## src/rtl/core/rgba_downscale_3to2_macros.svh

```systemverilog
// assertion macros shared by the downscaler rtl
`ifndef RGBA_DOWNSCALE_3TO2_MACROS_SVH
`define RGBA_DOWNSCALE_3TO2_MACROS_SVH

// same-cycle implication, checked outside reset
`define RDS_ASSERT_NOW(label, ante, cons, msg) \
  label: assert property (@(posedge clk) disable iff (!rst_n) (ante) |-> (cons)) \
    else $error(msg);

// next-cycle implication, checked outside reset
`define RDS_ASSERT_NEXT(label, ante, cons, msg) \
  label: assert property (@(posedge clk) disable iff (!rst_n) (ante) |=> (cons)) \
    else $error(msg);

`endif

```

## src/rtl/core/rds_pkg.sv

```systemverilog
// shared types, constants and lane averaging functions of the 3:2 downscaler
`default_nettype none

package rds_pkg;

  localparam int RDS_MAX_WIDTH = 2048;

  localparam int PIX_W  = 32;
  localparam int ADDR_W = 24;
  localparam int CFG_W  = 13;
  localparam int SW_W   = 12;
  localparam int SH_W   = 12;
  localparam int DW_W   = 13;

  localparam logic [SW_W-1:0] SRC_WIDTH_RST  = 12'd384;
  localparam logic [SH_W-1:0] SRC_HEIGHT_RST = 12'd240;
  localparam logic [DW_W-1:0] DST_WIDTH_RST  = 13'd256;

  typedef enum logic [1:0] {
    CFG_SRC_WIDTH  = 2'd0,
    CFG_SRC_HEIGHT = 2'd1,
    CFG_DST_WIDTH  = 2'd2
  } cfg_idx_t;

  // position inside a column triple or a row band
  typedef enum logic [1:0] {
    PH_HEAD = 2'd0,
    PH_MID  = 2'd1,
    PH_TAIL = 2'd2
  } phase_t;

  typedef struct packed {
    logic              emit;
    logic              last;
    logic              store_we;
    logic              store_re;
    phase_t            col_ph;
    phase_t            row_ph;
    logic [ADDR_W-1:0] addr;
  } scan_ctl_t;

  function automatic logic [PIX_W-1:0] mean_two(input logic [PIX_W-1:0] p,
                                                 input logic [PIX_W-1:0] q);
    logic [PIX_W-1:0] res;
    logic [8:0]       sum;
    res = '0;
    for (int i = 0; i < 4; i++) begin
      sum = {1'b0, p[i*8 +: 8]} + {1'b0, q[i*8 +: 8]};
      res[i*8 +: 8] = sum[8:1];
    end
    return res;
  endfunction

  function automatic logic [PIX_W-1:0] mean_four(input logic [PIX_W-1:0] p,
                                                  input logic [PIX_W-1:0] q,
                                                  input logic [PIX_W-1:0] r,
                                                  input logic [PIX_W-1:0] s);
    logic [PIX_W-1:0] res;
    logic [9:0]       sum;
    res = '0;
    for (int i = 0; i < 4; i++) begin
      sum = {2'b00, p[i*8 +: 8]} + {2'b00, q[i*8 +: 8]} +
            {2'b00, r[i*8 +: 8]} + {2'b00, s[i*8 +: 8]};
      res[i*8 +: 8] = sum[9:2];
    end
    return res;
  endfunction

endpackage

`default_nettype wire

```

## src/rtl/core/rds_mix.sv

```systemverilog
// per-lane averaging that forms one destination pixel from its source taps
`default_nettype none

module rds_mix
  import rds_pkg::*;
(
  input  wire phase_t            col_ph,
  input  wire phase_t            row_ph,
  input  wire logic [PIX_W-1:0]  pix,
  input  wire logic [PIX_W-1:0]  held,
  input  wire logic [PIX_W-1:0]  store_cur,
  input  wire logic [PIX_W-1:0]  store_prev,
  output logic      [PIX_W-1:0]  pix_out
);

  always_comb begin
    if (row_ph == PH_HEAD) begin
      // top row of the block
      pix_out = (col_ph == PH_TAIL) ? mean_two(held, pix) : pix;
    end else begin
      // bottom row, mixes in the buffered middle row
      pix_out = (col_ph == PH_TAIL) ? mean_four(store_prev, store_cur, held, pix)
                                    : mean_two(store_cur, pix);
    end
  end

endmodule

`default_nettype wire

```

## config.mk

```make
export PLATFORM = sky130hd
export DESIGN_NAME = rds_mix
export DESIGN_NICKNAME = d
export VERILOG_FILES = /design/src/rtl/core/rgba_downscale_3to2_macros.svh /design/src/rtl/core/rds_pkg.sv /design/src/rtl/core/rds_mix.sv
export SDC_FILE = /design/constraint.sdc
export NUM_CORES = 1
export LEC_CHECK = 0
export BUFFER_PORTS_ARGS = -buffer_cell sky130_fd_sc_hd__buf_2
export CAP_MARGIN = 25
export CORE_MARGIN = 2
export CORE_UTILIZATION = 25
export DETAILED_ROUTE_END_ITERATION = 16
export SETUP_SLACK_MARGIN = 0.02
export SLEW_MARGIN = 25
export SYNTH_ARGS = -nofsm -noshare
export SYNTH_HDL_FRONTEND = slang
export SYNTH_SLANG_ARGS = --single-unit
```

## constraint.sdc

```tcl
create_clock -name vclk -period 3.3
set_input_delay 0.33 -clock vclk [all_inputs]
set_output_delay 0.33 -clock vclk [all_outputs]
set_load 0.02 [all_outputs]
```

==> impl_results.md <==
- Detailed-route via count: 6,609
- Non-Filler Instances: 1,428
- Number of global-route vias before repair: 6,560
- Design area: 9020 µm²
- Initial antenna violation count: 3
- Max_cap viols: 0
- Post-route setup TNS: -1.90 ns
- Core footprint: 24,300 µm²
- Final HPWL DP: 16.8 mm
- Die area: 26,000 µm²
- Avg Vias per Cell: 4.63
- Peak VDD IR: 133 µV
- Die Span Y: 161 µm
- Final Critical Period: 3.52 ns
- Mean Syn Cell Area: 7.47 µm²
- Number of detailed-route iterations in the first pass: 5
- Failing checks: negative setup slack
- Post-synth top area cell: fa_1
- Nets: 1,395
- First-pass GRT wire length: 31.5 mm
- Final ANT Viol Nets: 0
- Hold bufs inserted after CTS: 0
- Share of cells above drive strength 1: 36.6%
- Post-Syn Area: 6190 µm²
- Post-synth top cells: 185 x inv_1, 88 x ha_1, 72 x fa_1, 65 x a21oi_1, 64 x nor2_1
- Initial Utilization: 25.4%
- Final WS setup: -0.218 ns
- Core Rows: 57
- Pin slew with the least headroom to its limit: 1.02 ns
- Lkg Pwr: 4.58 nW
- Placed cell count: 1,414
- FF+latch count: 0
- PortBufs: 164
- Critical path class: in2out
- CLK BUF: 0
- Pin count of the biggest net entering global routing: 39
- Syn nets: 1,120
- CP endpoint kind: primary output
- Final hold vios: 0
- Largest cells by area after synthesis: fa_1 23%, ha_1 18%, inv_1 11%, a21oi_1 5.3%, xnor2_1 4.8%
- Die width: 161 µm
- Final Max Slew Viols: 0
- Mapped Cells: 828
- Critical-path top delay cell: fa_1
- Post-synth top area share: 23.3%
- Startpoint class of the critical path: input pin
- Most instantiated library cell after synthesis: inv_1
- Status: complete, but fails checks
- DR DRC count: 0
- Cell mode on critical path: fa_1
- Drt wl/cell: 14.1 µm
- Critical path's top delay family: adder cells
- Area after DPL: 8260 µm²
- Data arrival, critical path: 3.19 ns
- # fillers: 2,538
- Worst relative slew slack: 32.3%
- Post-synth cell types: 58
- Crit-path cells: buf_8 > inv_4 > fa_1 > inv_1 > fa_1 > and3_4 > fa_2 > a211o_1 > o211ai_1 > a21oi_2 > o21ai_1 > a22oi_1 > a21o_1 > buf_6
- Io pins: 164
- Global placer's final weighted congestion: 0.845
- Worst Hold Slack: 1.18 ns
- Final core utilization: 37.1%
- Post-synthesis sequential area ratio: 0%
- Yosys warnings: 0
- Worst path max stage delay: 0.53 ns
- RSZ-0062 raised after global routing: true
- Final WL: 20.1 mm
- Hold Path Class: in2out
- Synth-to-layout area growth: 45.7%
- 1st-iter DRT viols: 295
- Pwr dens: 312 nW/µm²
- Fmax: 284 MHz
- GRT Overall Usage: 14.7%
- Critical path fanouts, max: 3
- CP bufs+invs: 4
- Final Cycle Share: 107%
- Reg area: 0 µm²
- Endpoints failing setup: 16
- Grt total ovfl: 0
- CP required: 2.97 ns
## worst paths after layout
kind,start,end,slack (ns),cells past startpoint
max,held[1],pix_out[7],-0.22,14
min,pix[30],pix_out[30],1.18,5
## cell families after synthesis
kind of cell    after synthesis  share of synthesized area [%]
buf+inv                     203                           12.4
simple gates                188                           14.1
mux                           6                           1.58
xor+xnor                     44                           6.23
fa+ha+maj                   160                           41.1
compound gates              227                           24.6
## routing by layer
metal | wire, µm | global-route usage [%] | vias to the layer above | part of all wire (%)
li1 | - | - | 3345 | -
met1 | 9480 | 20.6 | 3082 | 47
met2 | 9560 | 25.7 | 173 | 48
met3 | 951 | 1.18 | 9 | 4.7
met4 | 100 | 0.690 | 0 | 0.50
met5 | 0 | 0 | - | 0
## power by group
part | internal [mW] | switching [mW]
clock network | 0.000000122 | 0
registers | 0 | 0
logic | 1.38 | 1.43
## final cells by class
type               count  area [µm²]  area share (%)
inverters            185         709            7.87
repair buffers       291        2030            22.5
well taps            324         405            4.50
diodes                 3        7.51          0.0833
multi-input cells    625        5860            65.0
## layout by cell type (no fill, tap or decap), types with 6 or more instances in the layout
cell,count
inv_1,156
or2_2,7
nand2_1,48
buf_2,123
buf_6,26
buf_4,135
a21oi_2,11
a2111oi_0,6
ha_4,12
inv_4,6
ha_1,76
inv_2,23
nor2_1,61
nor3_1,16
a211oi_1,7
buf_8,6
xnor2_1,34
a21oi_1,54
a21o_1,13
nand3_1,10
a211o_1,9
nor2b_1,6
o21ai_0,21
nand2b_1,9
o21a_1,9
a31oi_1,9
o21ai_1,18
fa_1,68
xor2_1,10
o31ai_2,6
## through the flow
stage | worst slack (ns) | power (mW)
after floorplan | -0.0102 | 1.53
after global placement | -0.334 | 2.29
after detailed placement | -0.349 | 2.31
after CTS | -0.289 | 2.58
after global routing | -0.351 | 3.11
final | -0.218 | 2.82
## repair_timing
action                     4_1_cts  5_1_grt
setup buffers                    7        7
setup endpoints to repair       24       25
pin swaps                       61       66
resized for setup               91       83
Note: power is estimated with default switching activity, not from simulation.
