## config.mk

```make
export PLATFORM = sky130hd
export DESIGN_NAME = rds_scan
export DESIGN_NICKNAME = d
export VERILOG_FILES = /design/src/rtl/core/rds_pkg.sv /design/src/rtl/core/rds_scan.sv
export VERILOG_INCLUDE_DIRS = /design/src /design/src/rtl/core
export SDC_FILE = /design/constraint.sdc
export NUM_CORES = 1
export LEC_CHECK = 0
export ABC_AREA = 1
export BUFFER_PORTS_ARGS = -buffer_cell sky130_fd_sc_hd__buf_2
export CAP_MARGIN = 20
export CORE_ASPECT_RATIO = 0.75
export CORE_MARGIN = 2
export CORE_UTILIZATION = 35
export CTS_CLUSTER_DIAMETER = 60
export DETAILED_ROUTE_END_ITERATION = 8
export SLEW_MARGIN = 20
export SYNTH_ARGS = -nofsm -noshare
export SYNTH_HDL_FRONTEND = slang
export SYNTH_SLANG_ARGS = --single-unit
```

## constraint.sdc

```tcl
create_clock -name clk -period 3.9 [get_ports clk]
set_clock_uncertainty 0.05 [all_clocks]
set_input_delay 0.39 -clock clk [delete_from_list [all_inputs] [get_ports clk]]
set_output_delay 0.39 -clock clk [all_outputs]
set_load 0.02 [all_outputs]
```

## src/rtl/core/rgba_downscale_3to2_macros.svh

```systemverilog
// assertion macros shared by the downscaler rtl
`ifndef RGBA_DOWNSCALE_3TO2_MACROS_SVH
`define RGBA_DOWNSCALE_3TO2_MACROS_SVH

// same-cycle implication, checked outside reset
`define RDS_ASSERT_NOW(label, ante, cons, msg) \
  label: assert property (@(posedge clk) disable iff (!rst_n) (ante) |-> (cons)) \
    else $error(msg);

// next-cycle implication, checked outside reset
`define RDS_ASSERT_NEXT(label, ante, cons, msg) \
  label: assert property (@(posedge clk) disable iff (!rst_n) (ante) |=> (cons)) \
    else $error(msg);

`endif

```

## src/rtl/core/rds_pkg.sv

```systemverilog
// shared types, constants and lane averaging functions of the 3:2 downscaler
`default_nettype none

package rds_pkg;

  localparam int RDS_MAX_WIDTH = 2048;

  localparam int PIX_W  = 32;
  localparam int ADDR_W = 24;
  localparam int CFG_W  = 13;
  localparam int SW_W   = 12;
  localparam int SH_W   = 12;
  localparam int DW_W   = 13;

  localparam logic [SW_W-1:0] SRC_WIDTH_RST  = 12'd384;
  localparam logic [SH_W-1:0] SRC_HEIGHT_RST = 12'd240;
  localparam logic [DW_W-1:0] DST_WIDTH_RST  = 13'd256;

  typedef enum logic [1:0] {
    CFG_SRC_WIDTH  = 2'd0,
    CFG_SRC_HEIGHT = 2'd1,
    CFG_DST_WIDTH  = 2'd2
  } cfg_idx_t;

  // position inside a column triple or a row band
  typedef enum logic [1:0] {
    PH_HEAD = 2'd0,
    PH_MID  = 2'd1,
    PH_TAIL = 2'd2
  } phase_t;

  typedef struct packed {
    logic              emit;
    logic              last;
    logic              store_we;
    logic              store_re;
    phase_t            col_ph;
    phase_t            row_ph;
    logic [ADDR_W-1:0] addr;
  } scan_ctl_t;

  function automatic logic [PIX_W-1:0] mean_two(input logic [PIX_W-1:0] p,
                                                 input logic [PIX_W-1:0] q);
    logic [PIX_W-1:0] res;
    logic [8:0]       sum;
    res = '0;
    for (int i = 0; i < 4; i++) begin
      sum = {1'b0, p[i*8 +: 8]} + {1'b0, q[i*8 +: 8]};
      res[i*8 +: 8] = sum[8:1];
    end
    return res;
  endfunction

  function automatic logic [PIX_W-1:0] mean_four(input logic [PIX_W-1:0] p,
                                                  input logic [PIX_W-1:0] q,
                                                  input logic [PIX_W-1:0] r,
                                                  input logic [PIX_W-1:0] s);
    logic [PIX_W-1:0] res;
    logic [9:0]       sum;
    res = '0;
    for (int i = 0; i < 4; i++) begin
      sum = {2'b00, p[i*8 +: 8]} + {2'b00, q[i*8 +: 8]} +
            {2'b00, r[i*8 +: 8]} + {2'b00, s[i*8 +: 8]};
      res[i*8 +: 8] = sum[9:2];
    end
    return res;
  endfunction

endpackage

`default_nettype wire

```

## src/rtl/core/rds_scan.sv

```systemverilog
// raster position counters, block phases and destination address generation
`default_nettype none

`include "rgba_downscale_3to2_macros.svh"

module rds_scan
  import rds_pkg::*;
#(
  parameter int MAX_WIDTH = RDS_MAX_WIDTH
) (
  input  wire logic                         clk,
  input  wire logic                         rst_n,
  input  wire logic                         step,
  input  wire logic [SW_W-1:0]              src_width,
  input  wire logic [SH_W-1:0]              src_height,
  input  wire logic [DW_W-1:0]              dst_width,
  output scan_ctl_t                         ctl,
  output logic      [$clog2(MAX_WIDTH)-1:0] col
);

  localparam int CW = $clog2(MAX_WIDTH);
  localparam int EW = (CW + 3 > SW_W + 1) ? CW + 3 : SW_W + 1;
  localparam int RW = SH_W + 1;

  logic [CW-1:0]     c_r, c_nxt;
  logic [CW-1:0]     tstart_r, tstart_nxt;
  logic [CW:0]       ocol_r, ocol_nxt;
  phase_t            pc_r, pc_nxt;
  logic [SH_W-1:0]   r_r, r_nxt;
  logic [SH_W-1:0]   rstart_r, rstart_nxt;
  phase_t            pr_r, pr_nxt;
  logic [ADDR_W-1:0] base_r, base_nxt;

  logic [EW-1:0]     w_raw, w_eff;
  logic [RW-1:0]     h_eff;
  logic              col_full, row_full, col_end, row_end_blk;
  logic              row_end, frame_end;
  logic [ADDR_W-1:0] row_off;

  // width 0 counts as 1, widths past the line buffer saturate
  assign w_raw = EW'(src_width);
  always_comb begin
    if (w_raw == '0) begin
      w_eff = EW'(1);
    end else if (w_raw > EW'(MAX_WIDTH)) begin
      w_eff = EW'(MAX_WIDTH);
    end else begin
      w_eff = w_raw;
    end
  end
  assign h_eff = (src_height == '0) ? RW'(1) : RW'(src_height);

  assign col_full    = (EW'(tstart_r) + EW'(3)) <= w_eff;
  assign row_full    = (RW'(rstart_r) + RW'(3)) <= h_eff;
  assign col_end     = (EW'(tstart_r) + EW'(6)) > w_eff;
  assign row_end_blk = (RW'(rstart_r) + RW'(6)) > h_eff;
  assign row_end     = (EW'(c_r) + EW'(1)) >= w_eff;
  assign frame_end   = row_end && ((RW'(r_r) + RW'(1)) >= h_eff);

  assign row_off = (pr_r == PH_HEAD) ? '0 : ADDR_W'(dst_width);

  always_comb begin
    ctl.col_ph   = pc_r;
    ctl.row_ph   = pr_r;
    ctl.store_we = (pr_r == PH_MID);
    ctl.store_re = (pr_r == PH_TAIL);
    ctl.emit     = (pr_r != PH_MID) && (pc_r != PH_MID) && col_full && row_full;
    ctl.last     = ctl.emit && (pc_r == PH_TAIL) && (pr_r == PH_TAIL) &&
                   col_end && row_end_blk;
    ctl.addr     = base_r + row_off + ADDR_W'(ocol_r) + ADDR_W'(pc_r == PH_TAIL);
  end
  assign col = c_r;

  always_comb begin
    c_nxt      = c_r;
    tstart_nxt = tstart_r;
    ocol_nxt   = ocol_r;
    pc_nxt     = pc_r;
    r_nxt      = r_r;
    rstart_nxt = rstart_r;
    pr_nxt     = pr_r;
    base_nxt   = base_r;
    if (step) begin
      if (row_end) begin
        c_nxt      = '0;
        tstart_nxt = '0;
        ocol_nxt   = '0;
        pc_nxt     = PH_HEAD;
        if (frame_end) begin
          r_nxt      = '0;
          rstart_nxt = '0;
          pr_nxt     = PH_HEAD;
          base_nxt   = '0;
        end else begin
          r_nxt = r_r + 1'b1;
          unique case (pr_r)
            PH_HEAD: pr_nxt = PH_MID;
            PH_MID:  pr_nxt = PH_TAIL;
            PH_TAIL: begin
              pr_nxt     = PH_HEAD;
              rstart_nxt = rstart_r + SH_W'(3);
              base_nxt   = base_r + ADDR_W'({dst_width, 1'b0});
            end
            default: pr_nxt = PH_HEAD;
          endcase
        end
      end else begin
        c_nxt = c_r + 1'b1;
        unique case (pc_r)
          PH_HEAD: pc_nxt = PH_MID;
          PH_MID:  pc_nxt = PH_TAIL;
          PH_TAIL: begin
            pc_nxt     = PH_HEAD;
            tstart_nxt = tstart_r + CW'(3);
            ocol_nxt   = ocol_r + (CW+1)'(2);
          end
          default: pc_nxt = PH_HEAD;
        endcase
      end
    end
  end

  always_ff @(posedge clk) begin
    if (!rst_n) begin
      c_r      <= '0;
      tstart_r <= '0;
      ocol_r   <= '0;
      pc_r     <= PH_HEAD;
      r_r      <= '0;
      rstart_r <= '0;
      pr_r     <= PH_HEAD;
      base_r   <= '0;
    end else begin
      c_r      <= c_nxt;
      tstart_r <= tstart_nxt;
      ocol_r   <= ocol_nxt;
      pc_r     <= pc_nxt;
      r_r      <= r_nxt;
      rstart_r <= rstart_nxt;
      pr_r     <= pr_nxt;
      base_r   <= base_nxt;
    end
  end

  // triple start plus phase must track the column counter
  `RDS_ASSERT_NOW(a_col_phase_track, 1'b1,
    ((CW+1)'(tstart_r) + (CW+1)'(pc_r)) == (CW+1)'(c_r), "column phase out of step")
  // band start plus phase must track the row counter
  `RDS_ASSERT_NOW(a_row_phase_track, 1'b1,
    (RW'(rstart_r) + RW'(pr_r)) == RW'(r_r), "row phase out of step")

endmodule

`default_nettype wire

```

==> out/qor_table.md, run 1 <==
| Metric | This run | Unit |
|:---|:---|:---|
| Residual DRC count | 0 | - |
| Number of cells on the worst hold path | 2 | - |
| Root Buffer | sky130_fd_sc_hd__clkbuf_16 | - |
| Num CTS Buffers | 9 | - |
| Via-per-instance ratio | 4.94 | - |
| Num ports | 83 | - |
| Register area share after synthesis | 20.4 | % |
| Largest stage delay, worst path | 0.48 | ns |
| Post-synthesis share of cell area spent on and, or, nand and nor gates | 29.8 | % |
| Post-synthesis adder-cell area fraction | 19.1 | % |
| Count of flip-flops with a built-in enable after synthesis | 0 | - |
| Most frequent cell on the critical path | sky130_fd_sc_hd__nand3_1 | - |
| Async set-reset flop share out of synthesis | 0 | % |
| Part of the power in registers | 38.7 | % |
| Post-DRT Antenna Nets | 0 | - |
| Via count | 7989 | - |
| # diodes | 0 | - |
| Count of unique library cells instantiated by Yosys | 56 | - |
| RSZ-0062 raised after global routing | true | - |
| Core occupancy in the finished layout | 41.6 | % |
| Int Power | 1640 | µW |
| Width of the chip | 181 | µm |
| Highest fanout seen on the critical path | 9 | - |
| Fillers | 2446 | - |
| Top post-synthesis cells by count | sky130_fd_sc_hd__nand2_1 (264), sky130_fd_sc_hd__inv_1 (156), sky130_fd_sc_hd__nor2_1 (142) | - |
| WP data arrival | 3.30 | ns |
| #FFs+latches synth | 84 | - |
| Maximum clock frequency | 267 | MHz |
| Combinational cell fraction of total power | 15.4 | % |
| Final #Nets | 1471 | - |
| Setup_tns | 0 | ns |
| H-tree level count | 3 | - |
| Final critical delay including setup and external delays | 3.74 | ns |
| Status | complete, no violations | - |
| Avg Inst Size Synth | 6.76 | µm² |
| Top area cells in the synthesized netlist | sky130_fd_sc_hd__dfxtp_1 (20%), sky130_fd_sc_hd__ha_1 (16%), sky130_fd_sc_hd__nand2_1 (12%) | - |
| Initial Utilization | 35.8 | % |
| Placement Rows | 48 | - |
| Endpoint with the worst hold slack | pc_r[0] | - |
| Worst reg-to-reg setup slack | 0.35 | ns |
| VDD IR-drop max | 211 | µV |
| Master of the slowest instance on the critical path | sky130_fd_sc_hd__fa_1 | - |
| Post-Route WL | 23000 | µm |
| Last weighted congestion value of the routability-driven placer | 0.898 | - |
| Max-Cap Viols | 0 | - |
| Layout cell share with drive strength beyond 1 | 13.7 | % |
| Critical register-to-register path startpoint | col[0] | - |
| Startpoint Class | register | - |
| Routed WL per cell | 14.2 | µm |
| Category of cells accounting for the largest share of critical-path delay | simple AND/OR/NAND/NOR gates | - |
| All-layer global routing usage | 18.6 | % |
| Overall overflow remaining after global route | 0 | - |
| Maximum number of pins on one net before global-route repair | 46 | - |
| DRT met1 WL | 12200 | µm |
| Top Metal Used | met4 | - |
| CTS Hold Buffers Added | 0 | - |
| Clock power frac | 45.9 | % |
| Cell taking the most area after synthesis | sky130_fd_sc_hd__dfxtp_1 | - |
| Number of clock sinks | 84 | - |
| Clock tree from TritonCTS | yes | - |
| Leak pwr | 0.00474 | µW |
| WL met2 | 9460 | µm |
| Critical Setup Path Class | reg -> out | - |
| Number of violations reported at the end of detailed-routing iteration 0 | 531 | - |
| Reg2reg end | r_r[10] | - |
| Mux cell area share after synthesis | 0 | % |
| Worst Hold Class | in -> reg | - |
| Cells after synthesis | 1221 | - |
| Worst-skew pair later-pin latency | 0.35 | ns |
| Die Y-Extent | 137 | µm |
| Psw | 626 | µW |
| XOR/XNOR share of the synthesized area | 8.38 | % |
| Portion of the clock cycle consumed by the worst path in the final layout | 95.9 | % |
| Number of port buffers | 82 | - |
| Sw Ratio | 27.6 | % |
| Worst R2R Path Depth | 17 | - |
| Max-slew headroom | 36.7 | % |
| Compound-cell area share of the yosys netlist | 13.0 | % |
| Yosys synthesis warning count | 0 | - |
| Dominant cell by count in the synthesized netlist | sky130_fd_sc_hd__nand2_1 | - |
| Most common flop cell mapped by yosys | sky130_fd_sc_hd__dfxtp_1 | - |
| Vias in the first global route | 7062 | - |
| Power density normalized to cell area | 236 | mW/mm² |
| Required time at the worst-slack endpoint | 3.46 | ns |
| Die area | 0.0248 | mm² |
| Cell chain of the critical path | nor2_4, buf_8, nor2_1, fa_1, ha_4, nand3_1, nand2_1, nand3_1, and2_1, o21ai_2, nand3_1, nand2_2, nand2_1, nor2_1, xor2_1, buf_4 | - |
| Post-synth design cell area | 0.00825 | mm² |
| Hold violation total from the final report | 0 | - |
| Nets in the synthesized netlist | 1379 | - |
| Start point of the worst hold path | step | - |
| Fraction of synthesized cell area taken by the top area cell type | 20.4 | % |
| Max Slew Vio Count | 0 | - |
| Sort of element at the end of the critical path | output pin | - |
| Half-perimeter wire length after detailed placement | 18300 | µm |
| Final setup violation count | 0 | - |
| Routed met3 length | 1220 | µm |
| Wire length of the first global-routing pass | 37000 | µm |
| Maximum root-to-sink buffer count | 2 | - |
| Pre-antenna DRT Iters | 5 | - |
| Synthesis-to-finish area growth | 16.2 | % |
| Core Area | 0.0231 | mm² |
| Largest family of logic cells by synthesized area | simple AND/OR/NAND/NOR gates | - |
| Buffers & Inverters on Critical Path | 2 | - |
| Initial antenna violation count | 0 | - |
| Clock Pin Slew Worst Setup and Hold Paths | 0.06 | ns |
| Worst slew pin tran | 0.948 | ns |
==> power groups by stage <==
stage | Combinational (µW) | Sequential [µW] | Clock, µW
2_1_floorplan | 215 | 899 | 0
3_3_place_gp | 336 | 895 | 0
3_5_place_dp | 339 | 895 | 0
4_1_cts | 342 | 876 | 1060
5_1_grt | 392 | 878 | 1100
6_report | 349 | 877 | 1040
==> cell usage in the layout, fill, tap and decap left out, drive strengths merged, types with 5 or more instances in the layout <==
| cell | n |
|---|---|
| fa | 13 |
| xor2 | 62 |
| nand4 | 28 |
| or2 | 6 |
| clkbuf | 11 |
| o21bai | 6 |
| nor2 | 151 |
| a31oi | 6 |
| nand3 | 56 |
| ha | 105 |
| buf | 109 |
| nand2 | 267 |
| nor3 | 27 |
| inv | 161 |
| nand3b | 10 |
| a21o | 5 |
| o21ai | 58 |
| xnor2 | 17 |
| a21oi | 99 |
| dfxtp | 84 |
==> worst max path at each step <==
stage / to / start / depth (start not counted)
after global placement: ctl[20] / dst_width[1] / 16
after detailed placement: ctl[20] / dst_width[1] / 16
after global routing: ctl[21] / pr_r[1] / 16
after CTS: ctl[21] / pr_r[1] / 16
final: ctl[21] / pr_r[0] / 16
after floorplan: ctl[20] / pr_r[1] / 15
==> cells by family (layout without fill, tap and decap cells) <==
family                     after synthesis  in the layout
and+or+nand+nor                        557            557
AOI/OAI and AO/OA                      193            193
buffers and inverters                  188            285
adders and majority gates              118            118
DFF                                     84             84
xor gates and xnor gates                79             79
other                                    2              2
==> registers in the layout (all words and copies together), names as in the netlist <==
register and count:
base_r 23, col 11, pc_r 2, r_r 12
rstart_r 12, pr_r 2, ocol_r 11, tstart_r 11
==> per-layer routing <==
metal,vias to the layer above,global-route usage [%]
met2,177,27.2
met5,-,0
met1,3626,28.4
li1,4177,-
met4,0,2.89
met3,9,3.38
==> area by class of cell <==
class                           instances  area (µm²)  share of cell area (%)
Inverter                              160         603                    6.29
Sequential cell                        84        1690                    17.6
Clock buffer                           11         243                    2.53
Multi-Input combinational cell        949        5930                    61.8
Timing Repair Buffer                  109         653                    6.81
Tap cell                              300         375                    3.91
Clock inverter                          5         108                    1.12
==> timing repair <==
action                     in CTS  in global routing
setup buffers                   2                  5
setup endpoints to repair       9                 15
gates resized for setup         8                 27
pin swaps                       2                  7
==> metrics by stage <==
step / hold WS [ns] / setup slack [ns] / cells / total power, µW / area (µm²)
after floorplan: 0.402 / 0.0480 / 1221 / 1110 / 8260
after global placement: 0.417 / -0.00404 / 1595 / 1230 / 9060
after detailed placement: 0.423 / 0.00406 / 1595 / 1230 / 9060
after CTS: 0.283 / 0.0136 / 1613 / 2280 / 9450
after global routing: 0.299 / -0.0371 / 1618 / 2360 / 9590
final: 0.289 / 0.158 / 1618 / 2270 / 9590
(Power assumes the default switching activity.)
==> inputs of run 2 (changes only) <==
Settings changed: ABC_AREA 1 to not set, CORE_MARGIN 2 to not set, CTS_CLUSTER_DIAMETER 60 to not set.
==> run 2 against run 1 <==
  * The flow now finishes with violations (setup timing)
  * Hold slack better by 0.056 ns
  * Sequential share of layout area is 0.56 points higher
  * Area after synthesis is 4.9% lower
  * Largest power group is now sequential cells
  * Highest routed layer unchanged
==> out/qor_table.md, run 2 <==
| Metric | This run | Unit | Delta |
|:---|:---|:---|:---|
| Maximum root-to-sink buffer count | 2 | - | unchanged |
| Fin worst setup slack | -0.00118 | ns | was 0.158 ns |
| Final setup violation count | 1 | - | was 0 |
| All-layer global routing usage | 18.7 | % | was 18.6% |
| Sort of element at the end of the critical path | output pin | - | unchanged |
| Final critical delay including setup and external delays | 3.90 | ns | was 3.74 ns |
| Regs by FF count | base_r x23, r_r x12, rstart_r x12 | - | unchanged |
| Core Area | 0.0221 | mm² | was 0.0231 mm² |
| Status | finished, violations left | - | was complete, no violations |
| Worst reg-to-reg setup slack | 0.26 | ns | was 0.35 ns |
| Maximum number of pins on one net before global-route repair | 42 | - | was 46 |
| Highest fanout seen on the critical path | 5 | - | was 9 |
| Yosys synthesis warning count | 0 | - | unchanged |
| Required time at the worst-slack endpoint | 3.46 | ns | about the same |
| Async set-reset flop share out of synthesis | 0 | % | unchanged |
| Last weighted congestion value of the routability-driven placer | 0.847 | - | was 0.898 |
| Vias in the first global route | 6859 | - | was 7062 |
| CTS Hold Buffers Added | 0 | - | unchanged |
| Nets in the synthesized netlist | 1139 | - | was 1379 |
| VDD IR-drop max | 211 | µV | about the same |
| Top post-synthesis cells by count | sky130_fd_sc_hd__ha_1 (105), sky130_fd_sc_hd__nor2_1 (101), sky130_fd_sc_hd__dfxtp_1 (84) | - | was sky130_fd_sc_hd__nand2_1 (264), sky130_fd_sc_hd__inv_1 (156), sky130_fd_sc_hd__nor2_1 (142) |
| Leak pwr | 0.00429 | µW | was 0.00474 µW |
| Power, Total | 1960 | µW | was 2270 µW |
| Worst-skew pair later-pin latency | 0.35 | ns | about the same |
| Largest family of logic cells by synthesized area | simple AND/OR/NAND/NOR gates | - | unchanged |
| WP data arrival | 3.46 | ns | was 3.30 ns |
| Initial Utilization | 35.6 | % | was 35.8% |
| Clock Pin Slew Worst Setup and Hold Paths | 0.07 | ns | was 0.06 ns |
| Endpoint with the worst hold slack | base_r[1] | - | was pc_r[0] |
| Die Y-Extent | 132 | µm | was 137 µm |
| Clock tree from TritonCTS | yes | - | unchanged |
| Half-perimeter wire length after detailed placement | 16600 | µm | was 18300 µm |
| # diodes | 0 | - | unchanged |
| Overall overflow remaining after global route | 0 | - | unchanged |
| Count of flip-flops with a built-in enable after synthesis | 0 | - | unchanged |
| Most frequent cells in the layout | sky130_fd_sc_hd__ha_1 (100), sky130_fd_sc_hd__nor2_1 (97), sky130_fd_sc_hd__dfxtp_1 (75) | - | was sky130_fd_sc_hd__nand2_1 (261), sky130_fd_sc_hd__inv_1 (156), sky130_fd_sc_hd__nor2_1 (138) |
| Register with the highest flop count | base_r | - | unchanged |
| Leading cell type in the layout, fill and taps excluded | sky130_fd_sc_hd__ha_1 | - | was sky130_fd_sc_hd__nand2_1 |
| Count of unique library cells instantiated by Yosys | 73 | - | was 56 |
| H-tree level count | 3 | - | unchanged |
| Post-DRT Antenna Nets | 0 | - | unchanged |
| Critical Setup Path Class | reg -> out | - | unchanged |
| Routed WL per cell | 15.3 | µm | was 14.2 µm |
| Number of port buffers | 82 | - | unchanged |
| Root Buffer | sky130_fd_sc_hd__clkbuf_16 | - | unchanged |
| Startpoint Class | register | - | unchanged |
| Start point of the worst hold path | dst_width[0] | - | was step |
| Layout cell share with drive strength beyond 1 | 19.4 | % | was 13.7% |
| Hold violation total from the final report | 0 | - | unchanged |
| Worst Hold Class | in -> reg | - | unchanged |
| Most common flop cell mapped by yosys | sky130_fd_sc_hd__dfxtp_1 | - | unchanged |
| Violated checks | setup timing | - |  |
| Reg2reg end | base_r[18] | - | was r_r[10] |
| Via count | 7272 | - | was 7989 |
| Cells after synthesis | 981 | - | was 1221 |
| Power density normalized to cell area | 210 | mW/mm² | was 236 mW/mm² |
| Avg Inst Size Synth | 8.00 | µm² | was 6.76 µm² |
| Cell area after layout | 0.00935 | mm² | was 0.00959 mm² |
| Die area | 0.0230 | mm² | was 0.0248 mm² |
| Compound-cell area share of the yosys netlist | 19.4 | % | was 13.0% |
| Top area cells in the synthesized netlist | sky130_fd_sc_hd__dfxtp_1 (21%), sky130_fd_sc_hd__ha_1 (17%), sky130_fd_sc_hd__xnor2_1 (5.8%) | - | was sky130_fd_sc_hd__dfxtp_1 (20%), sky130_fd_sc_hd__ha_1 (16%), sky130_fd_sc_hd__nand2_1 (12%) |
| Final #Nets | 1240 | - | was 1471 |
| Worst slew pin tran | 0.671 | ns | was 0.948 ns |
| Mux cell area share after synthesis | 0.143 | % | was 0% |
| Pre-antenna DRT Iters | 5 | - | unchanged |
| Register area share after synthesis | 21.4 | % | was 20.4% |
| Synthesis-to-finish area growth | 19.0 | % | was 16.2% |
| Post-synthesis adder-cell area fraction | 20.3 | % | was 19.1% |
| Initial antenna violation count | 0 | - | unchanged |
| Via-per-instance ratio | 5.27 | - | was 4.94 |
| Maximum clock frequency | 256 | MHz | was 267 MHz |
| RSZ-0062 raised after global routing | true | - | unchanged |
| Max-Cap Viols | 0 | - | unchanged |
| Width of the chip | 175 | µm | was 181 µm |
| Number of violations reported at the end of detailed-routing iteration 0 | 437 | - | was 531 |
| Post-synthesis share of cell area spent on and, or, nand and nor gates | 23.2 | % | was 29.8% |
| Num ports | 83 | - | unchanged |
| Fraction of synthesized cell area taken by the top area cell type | 21.4 | % | was 20.4% |
| Max-slew headroom | 54.9 | % | was 36.7% |
| Critical register-to-register path startpoint | r_r[0] | - | was col[0] |
| Residual DRC count | 0 | - | unchanged |
| Wire length of the first global-routing pass | 34900 | µm | was 37000 µm |
| Dominant cell by count in the synthesized netlist | sky130_fd_sc_hd__ha_1 | - | was sky130_fd_sc_hd__nand2_1 |
| XOR/XNOR share of the synthesized area | 11.4 | % | was 8.38% |
| Portion of the clock cycle consumed by the worst path in the final layout | 100 | % | was 95.9% |
| Fillers | 2267 | - | was 2446 |
| #FFs+latches synth | 84 | - | unchanged |
| Max Slew Vio Count | 0 | - | unchanged |
| Number of clock sinks | 84 | - | unchanged |
| Cell taking the most area after synthesis | sky130_fd_sc_hd__dfxtp_1 | - | unchanged |
| Worst R2R Path Depth | 15 | - | was 17 |
| Placement Rows | 47 | - | was 48 |
| Post-Route WL | 21100 | µm | was 23000 µm |
| Flip-flop count of the largest register after layout | 23 | - | unchanged |
| Post-placement cell area | 0.00878 | mm² | was 0.00906 mm² |
| Post-synth design cell area | 0.00785 | mm² | was 0.00825 mm² |
| Num CTS Buffers | 9 | - | unchanged |
| Number of cells on the worst hold path | 3 | - | was 2 |
-- run 2: metal layers --
layer | vias to the layer above | routed length [µm] | global-route usage, %
met3 | 17 | 748 | 2.92
met2 | 130 | 8680 | 27.4
met1 | 3415 | 11500 | 28.2
met5 | - | 0 | 0
met4 | 0 | 221 | 4.30
li1 | 3710 | - | -
-- run 2: cell type report --
class / instances / area, µm² / share of cell area [%]
clock buffer: 9 / 225 / 2.41
clock inverter: 7 / 58.8 / 0.629
inverter: 39 / 146 / 1.57
multi-input combinational: 820 / 6070 / 64.9
sequential: 84 / 1700 / 18.1
tap: 294 / 368 / 3.94
timing repair buffer: 128 / 783 / 8.38
-- run 2: per-stage QoR --
step	util, %	hold WS [ns]	std cells	worst slack (ns)	TNS [ns]
finish	42.4	0.345	1381	-0.00118	-0.00118
global route	42.4	0.367	1381	-0.144	-0.850
CTS	41.9	0.323	1380	-0.00107	-0.00107
detailed placement	39.8	0.411	1360	0.0704	0
global placement	39.8	0.392	1360	0.0862	0
floorplan	-	0.382	981	0.00107	0
-- run 2: what timing repair did --
item | 4_1_cts | 5_1_grt
setup buffers | 4 | 1
endpoints found under the setup margin | 12 | 27
resized for setup | 36 | 25
endpoints found under the hold margin | 0 | 0
pin swaps | 11 | 8
-- run 2: worst max-delay path by stage --
stage / startpoint / to / slack [ns] / cells after the start
global route: pr_r[0] / ctl[16] / -0.14 / 14
detailed placement: pr_r[1] / ctl[16] / 0.07 / 14
floorplan: pr_r[1] / ctl[18] / 0.001 / 14
CTS: pr_r[0] / ctl[16] / -0.001 / 14
global placement: dst_width[1] / ctl[16] / 0.09 / 14
finish: tstart_r[5] / ctl[30] / -0.001 / 12
-- run 2: critical path, cell delays in order, from the launching register on --
cell	delay [ns]
sky130_fd_sc_hd__dfxtp_2	0.39
sky130_fd_sc_hd__nand4_2	0.14
sky130_fd_sc_hd__buf_4	0.18
sky130_fd_sc_hd__nor4b_2	0.30
sky130_fd_sc_hd__nand3_1	0.18
sky130_fd_sc_hd__xnor2_2	0.19
sky130_fd_sc_hd__ha_1	0.31
sky130_fd_sc_hd__and3_1	0.20
sky130_fd_sc_hd__a2111o_1	0.43
sky130_fd_sc_hd__a211o_1	0.29
sky130_fd_sc_hd__a21oi_2	0.16
sky130_fd_sc_hd__o2111a_2	0.23
sky130_fd_sc_hd__buf_6	0.12
-- run 2: cell families after synthesis --
logic type | Yosys count
adder cells (fa/ha/maj) | 120
flip-flops | 84
AO/OA/AOI/OAI | 235
multiplexers | 1
AND/OR/NAND/NOR | 361
other | 2
buffers and inverters | 77
XOR/XNOR | 101
-- run 2: where the power goes --
part	switching, µW	internal, µW	total (µW)	leakage (µW)
registers	5.85	862	867	0.000682
clock network	394	443	837	0.000139
logic	152	102	254	0.00347
total	552	1410	1960	0.00429
==> inputs of run 3 (changes only) <==
Settings changed: GPL_TIMING_DRIVEN set to 0.
==> run 3 against run 2 <==
  * The flow still finishes with violations (setup timing)
  * Fmax decreased by 2.4%
  * Final cell count increased by 2.4%
  * Count of clock-buffer cells in the layout increased by 3
  * Die area unchanged
  * Global-route usage increased by 0.62 points
  * Clock power increased by 9.6%
  * Routed wire length increased by 5.2%
  * Critical path type unchanged
==> out/qor_table.md, run 3 (synthesis results as in run 2) <==
| Metric | This run | Unit | Delta |
|:---|:---|:---|:---|
| Leading cell type in the layout, fill and taps excluded | sky130_fd_sc_hd__nor2_1 | - | was sky130_fd_sc_hd__ha_1 |
| Reg2reg end | base_r[22] | - | was base_r[18] |
| Worst reg-to-reg setup slack | 0.20 | ns | was 0.26 ns |
| H-tree level count | 3 | - | unchanged |
| Violated checks | setup timing | - | unchanged |
| Max-slew headroom | 44.9 | % | was 54.9% |
| Leak pwr | 0.00444 | µW | was 0.00429 µW |
| Worst-case hold slack | 0.354 | ns | was 0.345 ns |
| Num CTS Buffers | 9 | - | unchanged |
| Core Area | 0.0221 | mm² | unchanged |
| Power density normalized to cell area | 207 | mW/mm² | was 210 mW/mm² |
| Worst-skew pair later-pin latency | 0.35 | ns | about the same |
| Fin worst setup slack | -0.0974 | ns | was -0.00118 ns |
| Status | finished, violations left | - | unchanged |
| Die Y-Extent | 132 | µm | unchanged |
| Most frequent cells in the layout | sky130_fd_sc_hd__nor2_1 (92), sky130_fd_sc_hd__ha_1 (91), sky130_fd_sc_hd__buf_2 (76) | - | was sky130_fd_sc_hd__ha_1 (100), sky130_fd_sc_hd__nor2_1 (97), sky130_fd_sc_hd__dfxtp_1 (75) |
| Max-Cap Viols | 0 | - | unchanged |
| Fillers | 2161 | - | was 2267 |
| Placement Rows | 47 | - | unchanged |
| Register with the highest flop count | base_r | - | unchanged |
| Startpoint Class | register | - | unchanged |
| Root Buffer | sky130_fd_sc_hd__clkbuf_16 | - | unchanged |
| Final #Nets | 1273 | - | was 1240 |
| Maximum clock frequency | 250 | MHz | was 256 MHz |
| Number of port buffers | 81 | - | was 82 |
| CTS Hold Buffers Added | 0 | - | unchanged |
| # diodes | 0 | - | unchanged |
| Post-Route WL | 22200 | µm | was 21100 µm |
| Max Slew Vio Count | 0 | - | unchanged |
| Regs by FF count | base_r x23, r_r x12, rstart_r x12 | - | unchanged |
| Clock tree from TritonCTS | yes | - | unchanged |
| Start point of the worst hold path | rst_n | - | was dst_width[0] |
| Wire length of the first global-routing pass | 35700 | µm | was 34900 µm |
| Portion of the clock cycle consumed by the worst path in the final layout | 102 | % | was 100% |
| VDD IR-drop max | 184 | µV | was 211 µV |
| Number of violations reported at the end of detailed-routing iteration 0 | 422 | - | was 437 |
| Pre-antenna DRT Iters | 5 | - | unchanged |
| Half-perimeter wire length after detailed placement | 16700 | µm | was 16600 µm |
| Overall overflow remaining after global route | 0 | - | unchanged |
| Hold violation total from the final report | 0 | - | unchanged |
| Final critical delay including setup and external delays | 4.00 | ns | was 3.90 ns |
| Multi-input combinational cell area | 0.00640 | mm² | was 0.00607 mm² |
| Via-per-instance ratio | 5.23 | - | was 5.27 |
| All-layer global routing usage | 19.3 | % | was 18.7% |
| Critical Setup Path Class | reg -> out | - | unchanged |
| Synthesis-to-finish area growth | 26.4 | % | was 19.0% |
| Required time at the worst-slack endpoint | 3.46 | ns | about the same |
| Width of the chip | 175 | µm | unchanged |
| Final setup violation count | 5 | - | was 1 |
| Maximum root-to-sink buffer count | 2 | - | unchanged |
| WP data arrival | 3.56 | ns | was 3.46 ns |
| Critical register-to-register path startpoint | r_r[0] | - | unchanged |
| Die area | 0.0230 | mm² | unchanged |
| Maximum number of pins on one net before global-route repair | 15 | - | was 42 |
| Worst R2R Path Depth | 18 | - | was 15 |
| RSZ-0062 raised after global routing | true | - | unchanged |
| Post-DRT Antenna Nets | 0 | - | unchanged |
| Residual DRC count | 0 | - | unchanged |
| Layout cell share with drive strength beyond 1 | 23.6 | % | was 19.4% |
| Initial antenna violation count | 0 | - | unchanged |
| Number of clock sinks | 84 | - | unchanged |
| Worst slew pin tran | 0.823 | ns | was 0.671 ns |
| Num ports | 83 | - | unchanged |
| Sort of element at the end of the critical path | output pin | - | unchanged |
| Critical Path Start | pr_r[0] | - | was tstart_r[5] |
| Critical Path End | ctl[16] | - | was ctl[30] |
| Routed WL per cell | 15.7 | µm | was 15.3 µm |
| Flip-flop count of the largest register after layout | 23 | - | unchanged |
| Core occupancy in the finished layout | 45.0 | % | was 42.4% |
| Clock Pin Slew Worst Setup and Hold Paths | 0.07 | ns | about the same |
| Initial Utilization | 35.6 | % | unchanged |
| Last weighted congestion value of the routability-driven placer | 0.816 | - | was 0.847 |
| Via count | 7397 | - | was 7272 |
| Vias in the first global route | 6984 | - | was 6859 |
| Highest fanout seen on the critical path | 5 | - | unchanged |
| Sequential standard cell area | 0.00172 | mm² | was 0.00170 mm² |
| Worst Hold Class | in -> reg | - | unchanged |
## run 3: area by class of cell
type                            count  share of cell area [%]
Multi-Input combinational cell    820                    64.5
Sequential cell                    84                    17.3
Timing Repair Buffer              128                    7.92
Tap cell                          294                    3.71
Clock buffer                       12                    2.58
Buffer                             33                    1.94
Inverter                           39                    1.50
Clock inverter                      4                   0.567
## run 3: timing repair
item | CTS | global route
setup endpoints to repair | 86 | 91
setup buffers | 28 | 19
pin swaps | 29 | 34
gates resized for setup | 82 | 77
## run 3: power by group
part	leakage [µW]	internal [µW]	switching, µW
clock	0.000153	537	380
sequential	0.000686	858	8.82
combinational	0.00360	110	165
## run 3: per-stage QoR
stage               total power (µW)  setup TNS [ns]  std cells  area, µm²  setup WS (ns)
detailed placement              1130          -27.17       1356       8640         -0.771
floorplan                       1040               0        981       7870        0.00107
global route                    2140           -1.41       1414       9930         -0.221
global placement                1130          -23.71       1356       8640         -0.762
finish                          2060          -0.253       1414       9930        -0.0974
CTS                             2060          -0.600       1398       9500         -0.165
## run 3: worst min path at each step
| stage | to | slack, ns | depth (start not counted) |
|---|---|---|---|
| after CTS | rstart_r[6] | 0.32 | 3 |
| final | rstart_r[6] | 0.35 | 3 |
| after global routing | rstart_r[6] | 0.37 | 3 |
| after global placement | r_r[11] | 0.39 | 2 |
| after floorplan | r_r[11] | 0.38 | 2 |
| after detailed placement | r_r[11] | 0.40 | 2 |
## run 3: critical path, stage by stage (launching register included)
cell	delay [ns]
sky130_fd_sc_hd__dfxtp_4	0.36
sky130_fd_sc_hd__nor2_4	0.13
sky130_fd_sc_hd__buf_8	0.13
sky130_fd_sc_hd__nor2b_4	0.04
sky130_fd_sc_hd__fa_1	0.54
sky130_fd_sc_hd__inv_2	0.05
sky130_fd_sc_hd__fa_2	0.42
sky130_fd_sc_hd__nor2b_4	0.14
sky130_fd_sc_hd__o31a_1	0.18
sky130_fd_sc_hd__o211a_1	0.22
sky130_fd_sc_hd__o2111ai_4	0.15
sky130_fd_sc_hd__a31oi_4	0.20
sky130_fd_sc_hd__a31o_4	0.22
sky130_fd_sc_hd__nand3_2	0.10
sky130_fd_sc_hd__xnor2_2	0.16
sky130_fd_sc_hd__buf_4	0.17
## run 3: per-layer routing
layer	track usage [%]	vias up	part of all wire, %
li1	-	3776	-
met1	27.9	3467	52
met2	29.9	141	44
met3	2.95	13	3.7
met4	4.25	0	1.1
met5	0	-	0
